### config.mk
export PLATFORM = sky130hd
export DESIGN_NAME = dle_framed_card_info_parser
export DESIGN_NICKNAME = d
export VERILOG_FILES = /design/src/sv/dfcp_pkg.sv /design/src/sv/dfcp_in_reg.sv /design/src/sv/dfcp_deframe.sv /design/src/sv/dfcp_out_reg.sv /design/src/sv/dle_framed_card_info_parser.sv
export SDC_FILE = /design/constraint.sdc
export NUM_CORES = 1
export LEC_CHECK = 0
export BUFFER_PORTS_ARGS = -buffer_cell sky130_fd_sc_hd__buf_2
export CAP_MARGIN = 20
export CORE_MARGIN = 2
export CORE_UTILIZATION = 35
export DETAILED_ROUTE_END_ITERATION = 10
export SLEW_MARGIN = 20
export SYNTH_ARGS = -nofsm -noshare
export SYNTH_HDL_FRONTEND = slang
export SYNTH_HIERARCHICAL = 1
export SYNTH_SLANG_ARGS = --single-unit
### constraint.sdc
create_clock -name clk -period 23.4 [get_ports clk]
set_clock_uncertainty 0.2 [all_clocks]
set_input_delay 4.68 -clock clk [delete_from_list [all_inputs] [get_ports clk]]
set_output_delay 4.68 -clock clk [all_outputs]
set_load 0.02 [all_outputs]
### src/sv/dfcp_pkg.sv
// shared types and byte codes for the dle framed card info parser
`default_nettype none

package dfcp_pkg;

  localparam logic [7:0] DLE_BYTE = 8'h10;
  localparam logic [7:0] SYN_BYTE = 8'h16;
  localparam logic [7:0] ETX_BYTE = 8'h03;

  // captured payload header length and trailer limits
  localparam int unsigned HDR_LEN = 18;
  localparam int unsigned CNT_W   = 5;
  localparam logic [CNT_W-1:0] HDR_LEN_C = CNT_W'(HDR_LEN);
  localparam logic [1:0] TRL_MIN = 2'd2;
  localparam logic [1:0] TRL_SAT = 2'd3;

  typedef struct packed {
    logic [7:0] data_byte;
    logic       frame_end;
  } in_t;

  typedef struct packed {
    logic        valid_res;
    logic [7:0]  dest_addr;
    logic [7:0]  service_code;
    logic [7:0]  seq_counter;
    logic [7:0]  source_addr;
    logic [7:0]  ack_code;
    logic [15:0] atqa;
    logic [7:0]  cascade_tag;
    logic [55:0] uid;
    logic [7:0]  bcc1;
    logic [7:0]  bcc2;
    logic [7:0]  sak;
  } out_t;

endpackage

`default_nettype wire

### src/sv/dfcp_in_reg.sv
// input register stage, holds one byte until the deframer takes it
`default_nettype none

module dfcp_in_reg
  import dfcp_pkg::*;
(
  input  wire logic clk,
  input  wire logic rst_n,
  input  wire logic in_valid,
  output logic      in_ready,
  input  wire in_t  in_data,
  input  wire logic res_busy,
  output logic      step,
  output in_t       item
);

  logic v_r, v_nxt;
  in_t  data_r;

  // a last byte waits while the previous result is still unclaimed
  assign step     = v_r && !(data_r.frame_end && res_busy);
  assign in_ready = !v_r || step;
  assign item     = data_r;

  always_comb begin
    v_nxt = v_r;
    if (in_ready) begin
      v_nxt = in_valid;
    end
  end

  always_ff @(posedge clk) begin
    if (!rst_n) begin
      v_r <= 1'b0;
    end else begin
      v_r <= v_nxt;
    end
  end

  always_ff @(posedge clk) begin
    if (in_valid && in_ready) begin
      data_r <= in_data;
    end
  end

endmodule

`default_nettype wire

### src/sv/dfcp_deframe.sv
// frame state machine, dle destuffing and header capture
`default_nettype none

module dfcp_deframe
  import dfcp_pkg::*;
(
  input  wire logic clk,
  input  wire logic rst_n,
  input  wire logic step,
  input  wire in_t  item,
  output logic      res_load,
  output out_t      res_data
);

  localparam logic [1:0] MODE_HUNT = 2'd0;
  localparam logic [1:0] MODE_PAY  = 2'd1;
  localparam logic [1:0] MODE_TRL  = 2'd2;
  localparam logic [1:0] MODE_FAIL = 2'd3;

  logic [1:0]       mode_r, mode_nxt;
  logic             prev_r, prev_nxt;
  logic             esc_r, esc_nxt;
  logic [CNT_W-1:0] cnt_r, cnt_nxt;
  logic [1:0]       trl_r, trl_nxt;
  logic [7:0]       pay_r [HDR_LEN];

  logic [1:0]       mode_upd;
  logic             prev_upd, esc_upd;
  logic [CNT_W-1:0] cnt_upd;
  logic [1:0]       trl_upd;
  logic             push, wr_en, ok;
  logic [7:0]       b;

  assign b = item.data_byte;

  always_comb begin
    mode_upd = mode_r;
    prev_upd = prev_r;
    esc_upd  = esc_r;
    trl_upd  = trl_r;
    push     = 1'b0;
    unique case (mode_r)
      MODE_HUNT: begin
        if (prev_r && b == SYN_BYTE) begin
          mode_upd = MODE_PAY;
          prev_upd = 1'b0;
          esc_upd  = 1'b0;
        end else begin
          prev_upd = (b == DLE_BYTE);
        end
      end
      MODE_PAY: begin
        if (prev_r && b == ETX_BYTE) begin
          // only a raw dle may close the payload
          mode_upd = esc_r ? MODE_TRL : MODE_FAIL;
          trl_upd  = 2'd0;
        end else if (esc_r) begin
          if (b == DLE_BYTE) begin
            push     = 1'b1;
            esc_upd  = 1'b0;
            prev_upd = 1'b1;
          end else begin
            mode_upd = MODE_FAIL;
          end
        end else if (b == DLE_BYTE) begin
          esc_upd  = 1'b1;
          prev_upd = 1'b1;
        end else begin
          push     = 1'b1;
          prev_upd = 1'b0;
        end
      end
      MODE_TRL: begin
        if (trl_r < TRL_SAT) begin
          trl_upd = trl_r + 2'd1;
        end
      end
      default: begin
      end
    endcase
  end

  assign wr_en   = push && (cnt_r < HDR_LEN_C);
  assign cnt_upd = wr_en ? cnt_r + CNT_W'(1) : cnt_r;

  // a pushing byte never ends in trailer mode, so the stored bytes are complete here
  assign ok = (mode_upd == MODE_TRL) && (trl_upd >= TRL_MIN) && (cnt_upd >= HDR_LEN_C);

  assign res_load = step && item.frame_end;

  always_comb begin
    res_data              = '0;
    res_data.valid_res    = ok;
    if (ok) begin
      res_data.dest_addr    = pay_r[0];
      res_data.service_code = pay_r[1];
      res_data.seq_counter  = pay_r[2];
      res_data.source_addr  = pay_r[3];
      res_data.ack_code     = pay_r[4];
      res_data.atqa         = {pay_r[5], pay_r[6]};
      res_data.cascade_tag  = pay_r[7];
      res_data.uid          = {pay_r[8], pay_r[9], pay_r[10], pay_r[12],
                               pay_r[13], pay_r[14], pay_r[15]};
      res_data.bcc1         = pay_r[11];
      res_data.bcc2         = pay_r[16];
      res_data.sak          = pay_r[17];
    end
  end

  always_comb begin
    mode_nxt = mode_r;
    prev_nxt = prev_r;
    esc_nxt  = esc_r;
    cnt_nxt  = cnt_r;
    trl_nxt  = trl_r;
    if (step) begin
      if (item.frame_end) begin
        mode_nxt = MODE_HUNT;
        prev_nxt = 1'b0;
        esc_nxt  = 1'b0;
        cnt_nxt  = '0;
        trl_nxt  = 2'd0;
      end else begin
        mode_nxt = mode_upd;
        prev_nxt = prev_upd;
        esc_nxt  = esc_upd;
        cnt_nxt  = cnt_upd;
        trl_nxt  = trl_upd;
      end
    end
  end

  always_ff @(posedge clk) begin
    if (!rst_n) begin
      mode_r <= MODE_HUNT;
      prev_r <= 1'b0;
      esc_r  <= 1'b0;
      cnt_r  <= '0;
      trl_r  <= 2'd0;
    end else begin
      mode_r <= mode_nxt;
      prev_r <= prev_nxt;
      esc_r  <= esc_nxt;
      cnt_r  <= cnt_nxt;
      trl_r  <= trl_nxt;
    end
  end

  always_ff @(posedge clk) begin
    if (step && wr_en) begin
      pay_r[cnt_r] <= b;
    end
  end

  a_cnt_bound: assert property (@(posedge clk) disable iff (!rst_n)
    cnt_r <= HDR_LEN_C)
    else $error("payload count beyond header length");

  a_trl_mode: assert property (@(posedge clk) disable iff (!rst_n)
    mode_r != MODE_TRL |-> trl_r == 2'd0)
    else $error("trailer count outside trailer mode");

  a_esc_prev: assert property (@(posedge clk) disable iff (!rst_n)
    esc_r |-> prev_r)
    else $error("escape pending without raw dle");

  a_hunt_empty: assert property (@(posedge clk) disable iff (!rst_n)
    mode_r == MODE_HUNT |-> (cnt_r == '0 && !esc_r))
    else $error("payload state left over while hunting");

  a_end_clears: assert property (@(posedge clk) disable iff (!rst_n)
    res_load |=> (mode_r == MODE_HUNT && cnt_r == '0 && !prev_r))
    else $error("state not cleared after last byte");

endmodule

`default_nettype wire

### src/sv/dfcp_out_reg.sv
// result register, holds one result until the receiver takes it
`default_nettype none

module dfcp_out_reg
  import dfcp_pkg::*;
(
  input  wire logic clk,
  input  wire logic rst_n,
  input  wire logic res_load,
  input  wire out_t res_data,
  output logic      res_busy,
  output logic      out_valid,
  input  wire logic out_ready,
  output out_t      out_data
);

  logic v_r, v_nxt;
  out_t data_r;

  assign res_busy  = v_r && !out_ready;
  assign out_valid = v_r;
  assign out_data  = data_r;

  always_comb begin
    v_nxt = res_load || res_busy;
  end

  always_ff @(posedge clk) begin
    if (!rst_n) begin
      v_r <= 1'b0;
    end else begin
      v_r <= v_nxt;
    end
  end

  always_ff @(posedge clk) begin
    if (res_load) begin
      data_r <= res_data;
    end
  end

endmodule

`default_nettype wire

### src/sv/dle_framed_card_info_parser.sv
// top level of the dle framed card info parser
// usage:
//   in_valid/in_ready/in_data carry one raw frame byte per transfer, with
//   frame_end set on the last byte of the frame buffer
//   out_valid/out_ready/out_data carry one result per frame, given only for
//   the byte marked frame_end; valid_res low means framing or length failure
//   and then every other field reads zero
// path: a last byte accepted into the input register is processed there by
//   the frame state machine, and its result is loaded into the result register
//   and shows on out_valid (input register, then result register)
// throughput: one byte per cycle unless a last byte waits on a held result,
//   set by one pass through the frame state machine between the two registers
// stall: while a result waits on out_ready, ordinary bytes keep flowing;
//   a further last byte is held in the input register and in_ready stays low
//   behind it until the cycle in which the waiting result transfer completes
// reset: rst_n low clears both valid flags and puts the parser back to
//   hunting for the start pair; captured payload bytes are not cleared
`default_nettype none

module dle_framed_card_info_parser
  import dfcp_pkg::*;
(
  input  wire logic clk,
  input  wire logic rst_n,
  input  wire logic in_valid,
  output logic      in_ready,
  input  wire in_t  in_data,
  output logic      out_valid,
  input  wire logic out_ready,
  output out_t      out_data
);

  // handshake between the stages
  logic step;
  in_t  item;
  logic res_load;
  out_t res_data;
  logic res_busy;

  // input register, lets the deframer see a registered byte
  dfcp_in_reg u_in_reg (
    .clk      (clk),
    .rst_n    (rst_n),
    .in_valid (in_valid),
    .in_ready (in_ready),
    .in_data  (in_data),
    .res_busy (res_busy),
    .step     (step),
    .item     (item)
  );

  // frame state machine and header capture
  dfcp_deframe u_deframe (
    .clk      (clk),
    .rst_n    (rst_n),
    .step     (step),
    .item     (item),
    .res_load (res_load),
    .res_data (res_data)
  );

  // result register toward the receiver
  dfcp_out_reg u_out_reg (
    .clk       (clk),
    .rst_n     (rst_n),
    .res_load  (res_load),
    .res_data  (res_data),
    .res_busy  (res_busy),
    .out_valid (out_valid),
    .out_ready (out_ready),
    .out_data  (out_data)
  );

endmodule

`default_nettype wire
==> results.toml, run 1 <==
[clock_network]
cts_tree = "done"
htreeDepth = 2
root_buffer = "clkbuf_16"
cts_sinks = 311
post_cts_buffers = 0
clk_latency_ns = 0.50
cts_repair_resize_count = 0
hold_buffers = 0
clk_pin_slew_ns = 0.06
numCtsBuffers = 34
ctsLongestPathBuffers = 3

[floorplan]
dieArea_um2 = 33400
num_rows = 65
start_util_pct = 35.5
ios = 160
die_x_um = 183
core-area_um2 = 31500
die_y_um = 183

[timing]
min_period_ns = 10.06
fmax_mhz = 99.4
postLayoutSetupSlackWorst_ns = 13.34
final-setup-viol-count = 0
fin_crit_sh_pct = 43.0
maxSlewHeadroom_pct = 32.2
setup-tns-final_ns = 0
rsz0062_at_grt = "false"
hold_viol = 0
final_max_slew_viol_count = 0
tightest_slew_ns = 1.02

[worst_setup_path]
path_cells = "buf_2 > nor2b_4 > nand3_2 > buf_2"
cp_data_required_time_ns = 18.52
worst_path_max_delay_cell = "buf_2"
arrival_ns = 5.18
cp-end-kind = "primary output"
start_kind = "input port"
cp_max_fo = 3
worst_path_largest_cell_delay_ns = 0.18
crit_buf_inv = 2
crit_top_cell = "buf_2"
crit_type = "in -> out"
critPathTopFamily = "buffers and inverters"

[yosys]
synth_common_cells = "edfxtp_1, and2_1, clkbuf_1"
synth_top_area_share_pct = 80.1
syn_area_um2 = 11200
yosysWarnings = 6
ys_top_cells_by_area = "edfxtp_1, and2_1, dfxtp_1"
synth_most_common_cell = "edfxtp_1"
seq_area_frac_synth_pct = 82.4
synthesis.nets = 641
synth-main-ff-cell = "edfxtp_1"
synth.distinct_cells = 53
avgSynthCellArea_um2 = 18.0
syn_inst = 620
synth_edf_count = 298
yosys_register_bits = 311
synth_top_area_cell = "edfxtp_1"
async_flop_share_pct = 0

[route]
drcViolationCount = 0
wl_mm = 22.7
avgRoutedWirePerCell_um = 18.4
vias_per_cell = 4.63
ant_nets = 0
num_vias = 5710
drt_first_iter_violations = 405
drtPass1Iterations = 5

[grt]
antenna_found_initial = 0
grt_pass1_vias = 5640
grt.overflow.total = 0
grt_max_degree = 84
grt_use_total_pct = 13.6
grt_pass1_wl_mm = 33.9

[job]
maxCapViolCount = 0

[pwr]
switching_share_pct = 19.6
power_mw = 1.14
p_int_mw = 0.913
p_sw_mw = 0.222
p_comb_share_pct = 1.8
leakage_nw = 5.27
peakVddDrop_v = 0.0000436
clkPwrFrac_pct = 44.4
seqPwrFrac_pct = 53.8
p_per_area_nw_per_um2 = 83.8

[place]
dp_hpwl_mm = 13.1
globalplace.congestion = 0.829
io_buffers = 159
dp.cells = 1172
dp_slack_ns = 13.33

[hold_path]
hold_path_class = "reg -> reg"

[layout]
post-route-util_pct = 43.1
diodes = 0
nNetsFinal = 827
drive_above_1_share_pct = 28.0
final_cells = 1234
area_growth_pct = 21.3

[outcome]
status = "completed"
==> worst paths after layout <==
| kind | slack (ns) | from | end | depth (start not counted) |
|---|---|---|---|---|
| setup / recovery | 13.34 | out_ready | in_ready | 4 |
| hold / removal | 0.29 | u_in_reg/v_r | u_in_reg/v_r | 2 |
| setup reg to reg | 19.22 | u_in_reg/item[6] | u_deframe/pay_r[12][6] | 9 |
| hold reg to reg | 0.29 | u_in_reg/v_r | u_in_reg/v_r | 2 |
==> placed cells by master (no fill, tap or decap), types with 2 or more instances in the layout <==
cell type  count
nor3b_1        2
a21oi_1        9
or3_1          2
clkinv_1       5
a31oi_1        4
nor4b_1        2
nand2_1        8
a21boi_0       2
clkinv_2       9
buf_2        159
edfxtp_1     298
a32oi_1        2
nand3_1        3
buf_4         13
nand3b_1       3
and3_1         9
dfxtp_1       13
o21a_1         3
nor4_2         2
clkbuf_16     35
o2111ai_1      2
nor4_1         2
bufinv_16      2
o211ai_1       2
clkinv_8       2
xnor2_1        2
and2_1       157
ha_1           8
inv_1         12
nor2_1         9
nor3_1         5
a311oi_1       3
o21ai_0        7
clkbuf_1       8
nand2b_1       4
==> area by class of cell <==
type                            instances  area, µm²
Clock buffer                           43        906
Clock inverter                         19        169
Fill cell                            2810      17900
Inverter                               13       48.8
Multi-Input combinational cell        274       1830
Sequential cell                       311       9210
Tap cell                              402        503
Timing Repair Buffer                  172        893
==> per-layer routing <==
layer | routed length, µm | global-route usage [%] | up-vias
met5 | 0 | 0 | -
met4 | 503 | 4.42 | 0
met3 | 1140 | 2.37 | 35
met2 | 11000 | 22.2 | 184
met1 | 10100 | 18.5 | 2828
li1 | - | - | 2663
==> registers in the layout (all words and copies together) (netlist names) <==
register / flops
u_deframe/cnt_r: 5
u_deframe/pay_r: 144
u_in_reg/v_r: 1
u_out_reg/out_data: 145
u_deframe/esc_r: 1
u_out_reg/out_valid: 1
u_in_reg/item: 9
u_deframe/mode_r: 2
u_deframe/trl_r: 2
u_deframe/prev_r: 1
==> cell families after synthesis <==
| kind of cell | synth area share [%] |
|---|---|
| fa+ha+maj | 0.896 |
| simple gates | 12.3 |
| xor+xnor | 0.235 |
| flops | 82.4 |
| buf+inv | 1.34 |
| compound gates | 2.63 |
| mux | 0.190 |
==> tightest hold or removal path, stage by stage (launching register included) <==
cell      delay (ns)
dfxtp_1         0.32
nand3_2         0.07
a21boi_1        0.06
==> power groups by stage <==
stage	sequential (mW)	combinational [mW]	clock [mW]
2_1_floorplan	0.629	0.00520	0
3_3_place_gp	0.623	0.0207	0
3_5_place_dp	0.623	0.0209	0
4_1_cts	0.611	0.0209	0.519
5_1_grt	0.611	0.0220	0.543
6_report	0.611	0.0202	0.504
==> metrics by stage <==
step	hold slack (ns)	instance area (µm²)
2_1_floorplan	0.267	11200
3_5_place_dp	0.283	12500
6_report	0.291	13600
5_1_grt	0.324	13600
4_1_cts	0.292	13500
3_3_place_gp	0.274	12500
Note: power is estimated with default switching activity, not from simulation.
==> inputs of run 2 (changes only) <==
Settings changed: ABC_AREA set to 1.
Clock period 23.4 ns to 9.6 ns, I/O delays scaled along.
==> results.toml, run 2 <==
[outcome]
status = "completed"

[route]
drt_first_iter_violations = 491
ant_nets = 0
wl_mm = 23.1
avgRoutedWirePerCell_um = 16.0
drcViolationCount = 0
drtPass1Iterations = 5
num_vias = 6168
vias_per_cell = 4.25

[grt]
antenna_found_initial = 0
grt.overflow.total = 0
grt_pass1_vias = 6140
grt_pass1_wl_mm = 35.0
grt_use_total_pct = 13.2
grt_max_degree = 88

[timing]
min_period_ns = 4.61
rsz0062_at_grt = "false"
final_max_slew_viol_count = 0
fin_crit_sh_pct = 48.0
final-setup-viol-count = 0
fmax_mhz = 217
hold_viol = 0
tightest_slew_ns = 1.10
setup-tns-final_ns = 0
holdWs_ns = 0.272
maxSlewHeadroom_pct = 26.8

[clock_network]
cts_sinks = 311
htreeDepth = 2
root_buffer = "clkbuf_16"
numCtsBuffers = 34
cts_tree = "done"
cts_repair_resize_count = 0
clk_latency_ns = 0.51
ctsLongestPathBuffers = 3
post_cts_buffers = 0
hold_buffers = 0
clk_pin_slew_ns = 0.05

[layout]
nNetsFinal = 1006
area_growth_pct = 19.1
final_cell_mix = "edfxtp_1, inv_1, buf_2"
fill_cells = 3074
layout_commonest_cell = "edfxtp_1"
drive_above_1_share_pct = 26.7
diodes = 0
largest_reg_flops = 145

[worst_setup_path]
cp-end-kind = "primary output"
cp_max_fo = 3
r2r_start = "u_in_reg/item[5]"
r2r-end = "u_out_reg/out_data[122]"
worstSetupStartpoint = "out_ready"
start_kind = "input port"
worst_r2r_path_depth = 13
crit_type = "in -> out"
cp_data_required_time_ns = 7.48
crit_end = "in_ready"
arrival_ns = 2.49
r2r_setup_slack_ns = 5.12

[yosys]
synth.distinct_cells = 28
avgSynthCellArea_um2 = 14.6
synthesis.nets = 824
async_flop_share_pct = 0
synth_edf_count = 298
syn_area_um2 = 11700
synth-main-ff-cell = "edfxtp_1"
syn_inst = 803
ys_top_cells_by_area = "edfxtp_1, inv_1, nor2_4"
synth_top_area_share_pct = 76.2
yosys_register_bits = 311
seq_area_frac_synth_pct = 78.4
synth_common_cells = "edfxtp_1, inv_1, nor2_1"
yosysWarnings = 6
synth_top_area_cell = "edfxtp_1"
synth_most_common_cell = "edfxtp_1"

[floorplan]
dieArea_um2 = 35000
die_x_um = 187
ios = 160
core-area_um2 = 33300
die_y_um = 187
start_util_pct = 35.3
num_rows = 67

[place]
dp_hpwl_mm = 14.4
globalplace.congestion = 0.808
io_buffers = 159

[pwr]
peakVddDrop_v = 0.000108
leakage_nw = 5.96
p_per_area_nw_per_um2 = 194

[hold_path]
hold_path_class = "reg -> reg"

[job]
maxCapViolCount = 0
[run 2: how the worst min path moves through the flow]
stage	startpoint	to	slack (ns)	cells past startpoint
6_report	u_deframe/trl_r[1]	u_deframe/trl_r[1]	0.27	2
5_1_grt	u_deframe/trl_r[1]	u_deframe/trl_r[1]	0.29	2
4_1_cts	u_deframe/trl_r[1]	u_deframe/trl_r[1]	0.27	2
3_5_place_dp	u_deframe/trl_r[1]	u_deframe/trl_r[1]	0.26	2
3_3_place_gp	u_deframe/trl_r[1]	u_deframe/trl_r[1]	0.26	2
2_1_floorplan	u_deframe/trl_r[1]	u_deframe/trl_r[1]	0.25	2
[run 2: per-layer routing]
metal / global-route usage (%) / wire (µm)
met5: 0 / 0
met4: 4.58 / 596
met3: 3.15 / 1300
met2: 22.4 / 11500
met1: 16.6 / 9760
[run 2: worst max-delay path, stage by stage]
cell     delay (ns)
buf_2          0.10
inv_1          0.05
nand2_2        0.06
inv_1          0.08
nand3_2        0.10
buf_2          0.18
[run 2: kinds of logic after synthesis]
group	share of synthesized area [%]
buf+inv	7.28
compound gates	1.15
simple gates	12.1
xor+xnor	0.224
flops	78.4
fa+ha+maj	0.852
[run 2: cell type report]
cell class | count | area (µm²) | area share [%]
multi-input cells | 294 | 1700 | 12.1
clock buffers | 45 | 923 | 6.60
well taps | 448 | 561 | 4.01
flip-flops and latches | 311 | 9210 | 65.8
inverters | 180 | 681 | 4.86
clock inverters | 8 | 65.1 | 0.465
repair buffers | 164 | 857 | 6.13
[run 2: where the power goes]
| group | switching, mW | internal, mW |
|---|---|---|
| clock network | 0.479 | 0.696 |
| logic | 0.0254 | 0.00770 |
| registers | 0.0150 | 1.49 |
| total | 0.520 | 2.19 |
[run 2: per-stage QoR]
stage	setup WS [ns]	total power [mW]	util, %	cells	cell area [µm²]
after floorplan	3.54	1.54	-	803	11700
after global placement	4.65	1.56	39.0	1396	13000
after detailed placement	4.60	1.57	39.1	1397	13000
after CTS	4.95	2.75	42.0	1450	14000
after global routing	4.75	2.81	42.0	1450	14000
final	4.99	2.71	42.0	1450	14000
==> inputs of run 3 (changes only) <==
Settings changed: ABC_AREA 1 to 0.
Clock period 9.6 ns to 3.9 ns, I/O delays scaled along.
==> results.toml, run 3 (synthesized netlist as in run 1, its figures left out) <==
[pwr]
p_per_area_nw_per_um2 = 500
p_int_mw = 5.49
switching_share_pct = 19.5
leakage_nw = 5.29
peakVddDrop_v = 0.000206
p_sw_mw = 1.33
clkPwrFrac_pct = 44.4
seqPwrFrac_pct = 53.8
p_comb_share_pct = 1.8

[worst_setup_path]
cp_data_required_time_ns = 3.93
crit_type = "reg -> reg"
cp-end-kind = "flop"
path_cells = "nor4b_1 > nand2_1 > ha_1 > nand2b_1 > a31o_2 > nor4_1 > nor4_4 > buf_4 > and2_1"
start_kind = "flop"
arrival_ns = 3.49
worst_path_max_delay_cell = "nor4_1"
cp_max_fo = 56
worstSetupStartpoint = "u_in_reg/item[2]"
worst_path_largest_cell_delay_ns = 0.50
r2r_start = "u_in_reg/item[2]"
r2r_setup_slack_ns = 0.44

[route]
num_vias = 5716
wl_mm = 22.8
drcViolationCount = 0
ant_nets = 0
avgRoutedWirePerCell_um = 18.4
vias_per_cell = 4.62
drtPass1Iterations = 4
drt_first_iter_violations = 577

[timing]
fin_crit_sh_pct = 88.7
setup-tns-final_ns = 0
rsz0062_at_grt = "false"
tightest_slew_ns = 0.634
holdWs_ns = 0.262
final-setup-viol-count = 0
hold_viol = 0
min_period_ns = 3.46
final_max_slew_viol_count = 0
fmax_mhz = 289
maxSlewHeadroom_pct = 57.7

[hold_path]
min-delay-start = "in_data[3]"
hold_path_class = "in -> reg"

[layout]
drive_above_1_share_pct = 28.6
fill_cells = 2776
post-route-util_pct = 43.3
diodes = 0
final_cell_mix = "edfxtp_1, buf_2, and2_1"
nNetsFinal = 831
final_cells = 1237
register_area_um2 = 9210
area_growth_pct = 22.0
largest_reg_flops = 145
multi_input_comb_area_um2 = 1840
layout_commonest_cell = "edfxtp_1"

[floorplan]
start_util_pct = 35.5
die_x_um = 183
core-area_um2 = 31500
num_rows = 65
die_y_um = 183
ios = 160
dieArea_um2 = 33400

[clock_network]
cts_tree = "done"
htreeDepth = 2
hold_buffers = 0
clk_latency_ns = 0.49
ctsLongestPathBuffers = 3
clk_pin_slew_ns = 0.06
cts_sinks = 311
numCtsBuffers = 34
root_buffer = "clkbuf_16"

[place]
dp.cells = 1176
globalplace.congestion = 0.808
dp_hpwl_mm = 13.5
io_buffers = 159

[grt]
grt_pass1_wl_mm = 33.9
grt.overflow.total = 0
grt_use_total_pct = 13.6
grt_pass1_vias = 5683
grt_max_degree = 92
antenna_found_initial = 1

[job]
maxCapViolCount = 0

[outcome]
status = "completed"
==> run 3: layout make-up <==
| class | count | area share, % |
|---|---|---|
| multi-input combinational | 274 | 13.5 |
| inverter | 13 | 0.367 |
| clock buffer | 44 | 6.99 |
| sequential | 311 | 67.6 |
| tap | 402 | 3.69 |
| clock inverter | 17 | 0.918 |
| timing repair buffer | 176 | 6.96 |
==> run 3: repair_timing <==
| action | CTS | global route |
|---|---|---|
| resized for setup | 0 | 2 |
| endpoints found under the hold margin | 0 | 0 |
| setup endpoints to repair | 0 | 48 |
| setup buffers | 0 | 0 |
==> run 3: power groups by stage <==
stage	sequential (mW)	clock, mW	combinational [mW]
2_1_floorplan	3.76	0	0.0323
3_3_place_gp	3.74	0	0.126
3_5_place_dp	3.74	0	0.127
4_1_cts	3.67	3.13	0.128
5_1_grt	3.67	3.26	0.134
6_report	3.67	3.03	0.123
==> run 3: critical path, delay by kind of cell (launching register included) <==
family                     cells  cell delay, ns
DFF                            1            0.39
and+or+nand+nor                6            1.69
adders and majority gates      1            0.32
AOI/OAI and AO/OA              1            0.30
buffers and inverters          1            0.28
==> run 3: per-stage QoR <==
| step | cell area (µm²) | total power [mW] | worst slack, ns |
|---|---|---|---|
| after floorplan | 11200 | 3.80 | -0.260 |
| after detailed placement | 12500 | 3.87 | 0.290 |
| after global routing | 13600 | 7.06 | 0.0305 |
| final | 13600 | 6.82 | 0.440 |
| after CTS | 13600 | 6.92 | 0.260 |
| after global placement | 12500 | 3.86 | 0.416 |
==> run 3: final timing paths <==
path / end / depth (start not counted)
setup / recovery: u_out_reg/out_data[141] / 9
hold / removal: u_in_reg/item[3] / 1
setup reg to reg: u_out_reg/out_data[141] / 9
hold reg to reg: u_in_reg/v_r / 2
==> run 3: per-layer routing <==
layer / GRT usage, % / wire length, µm / up-vias
met4: 4.03 / 480 / 0
li1: - / - / 2694
met2: 22.4 / 10900 / 193
met1: 18.1 / 10100 / 2792
met3: 2.79 / 1240 / 37
met5: 0 / 0 / -
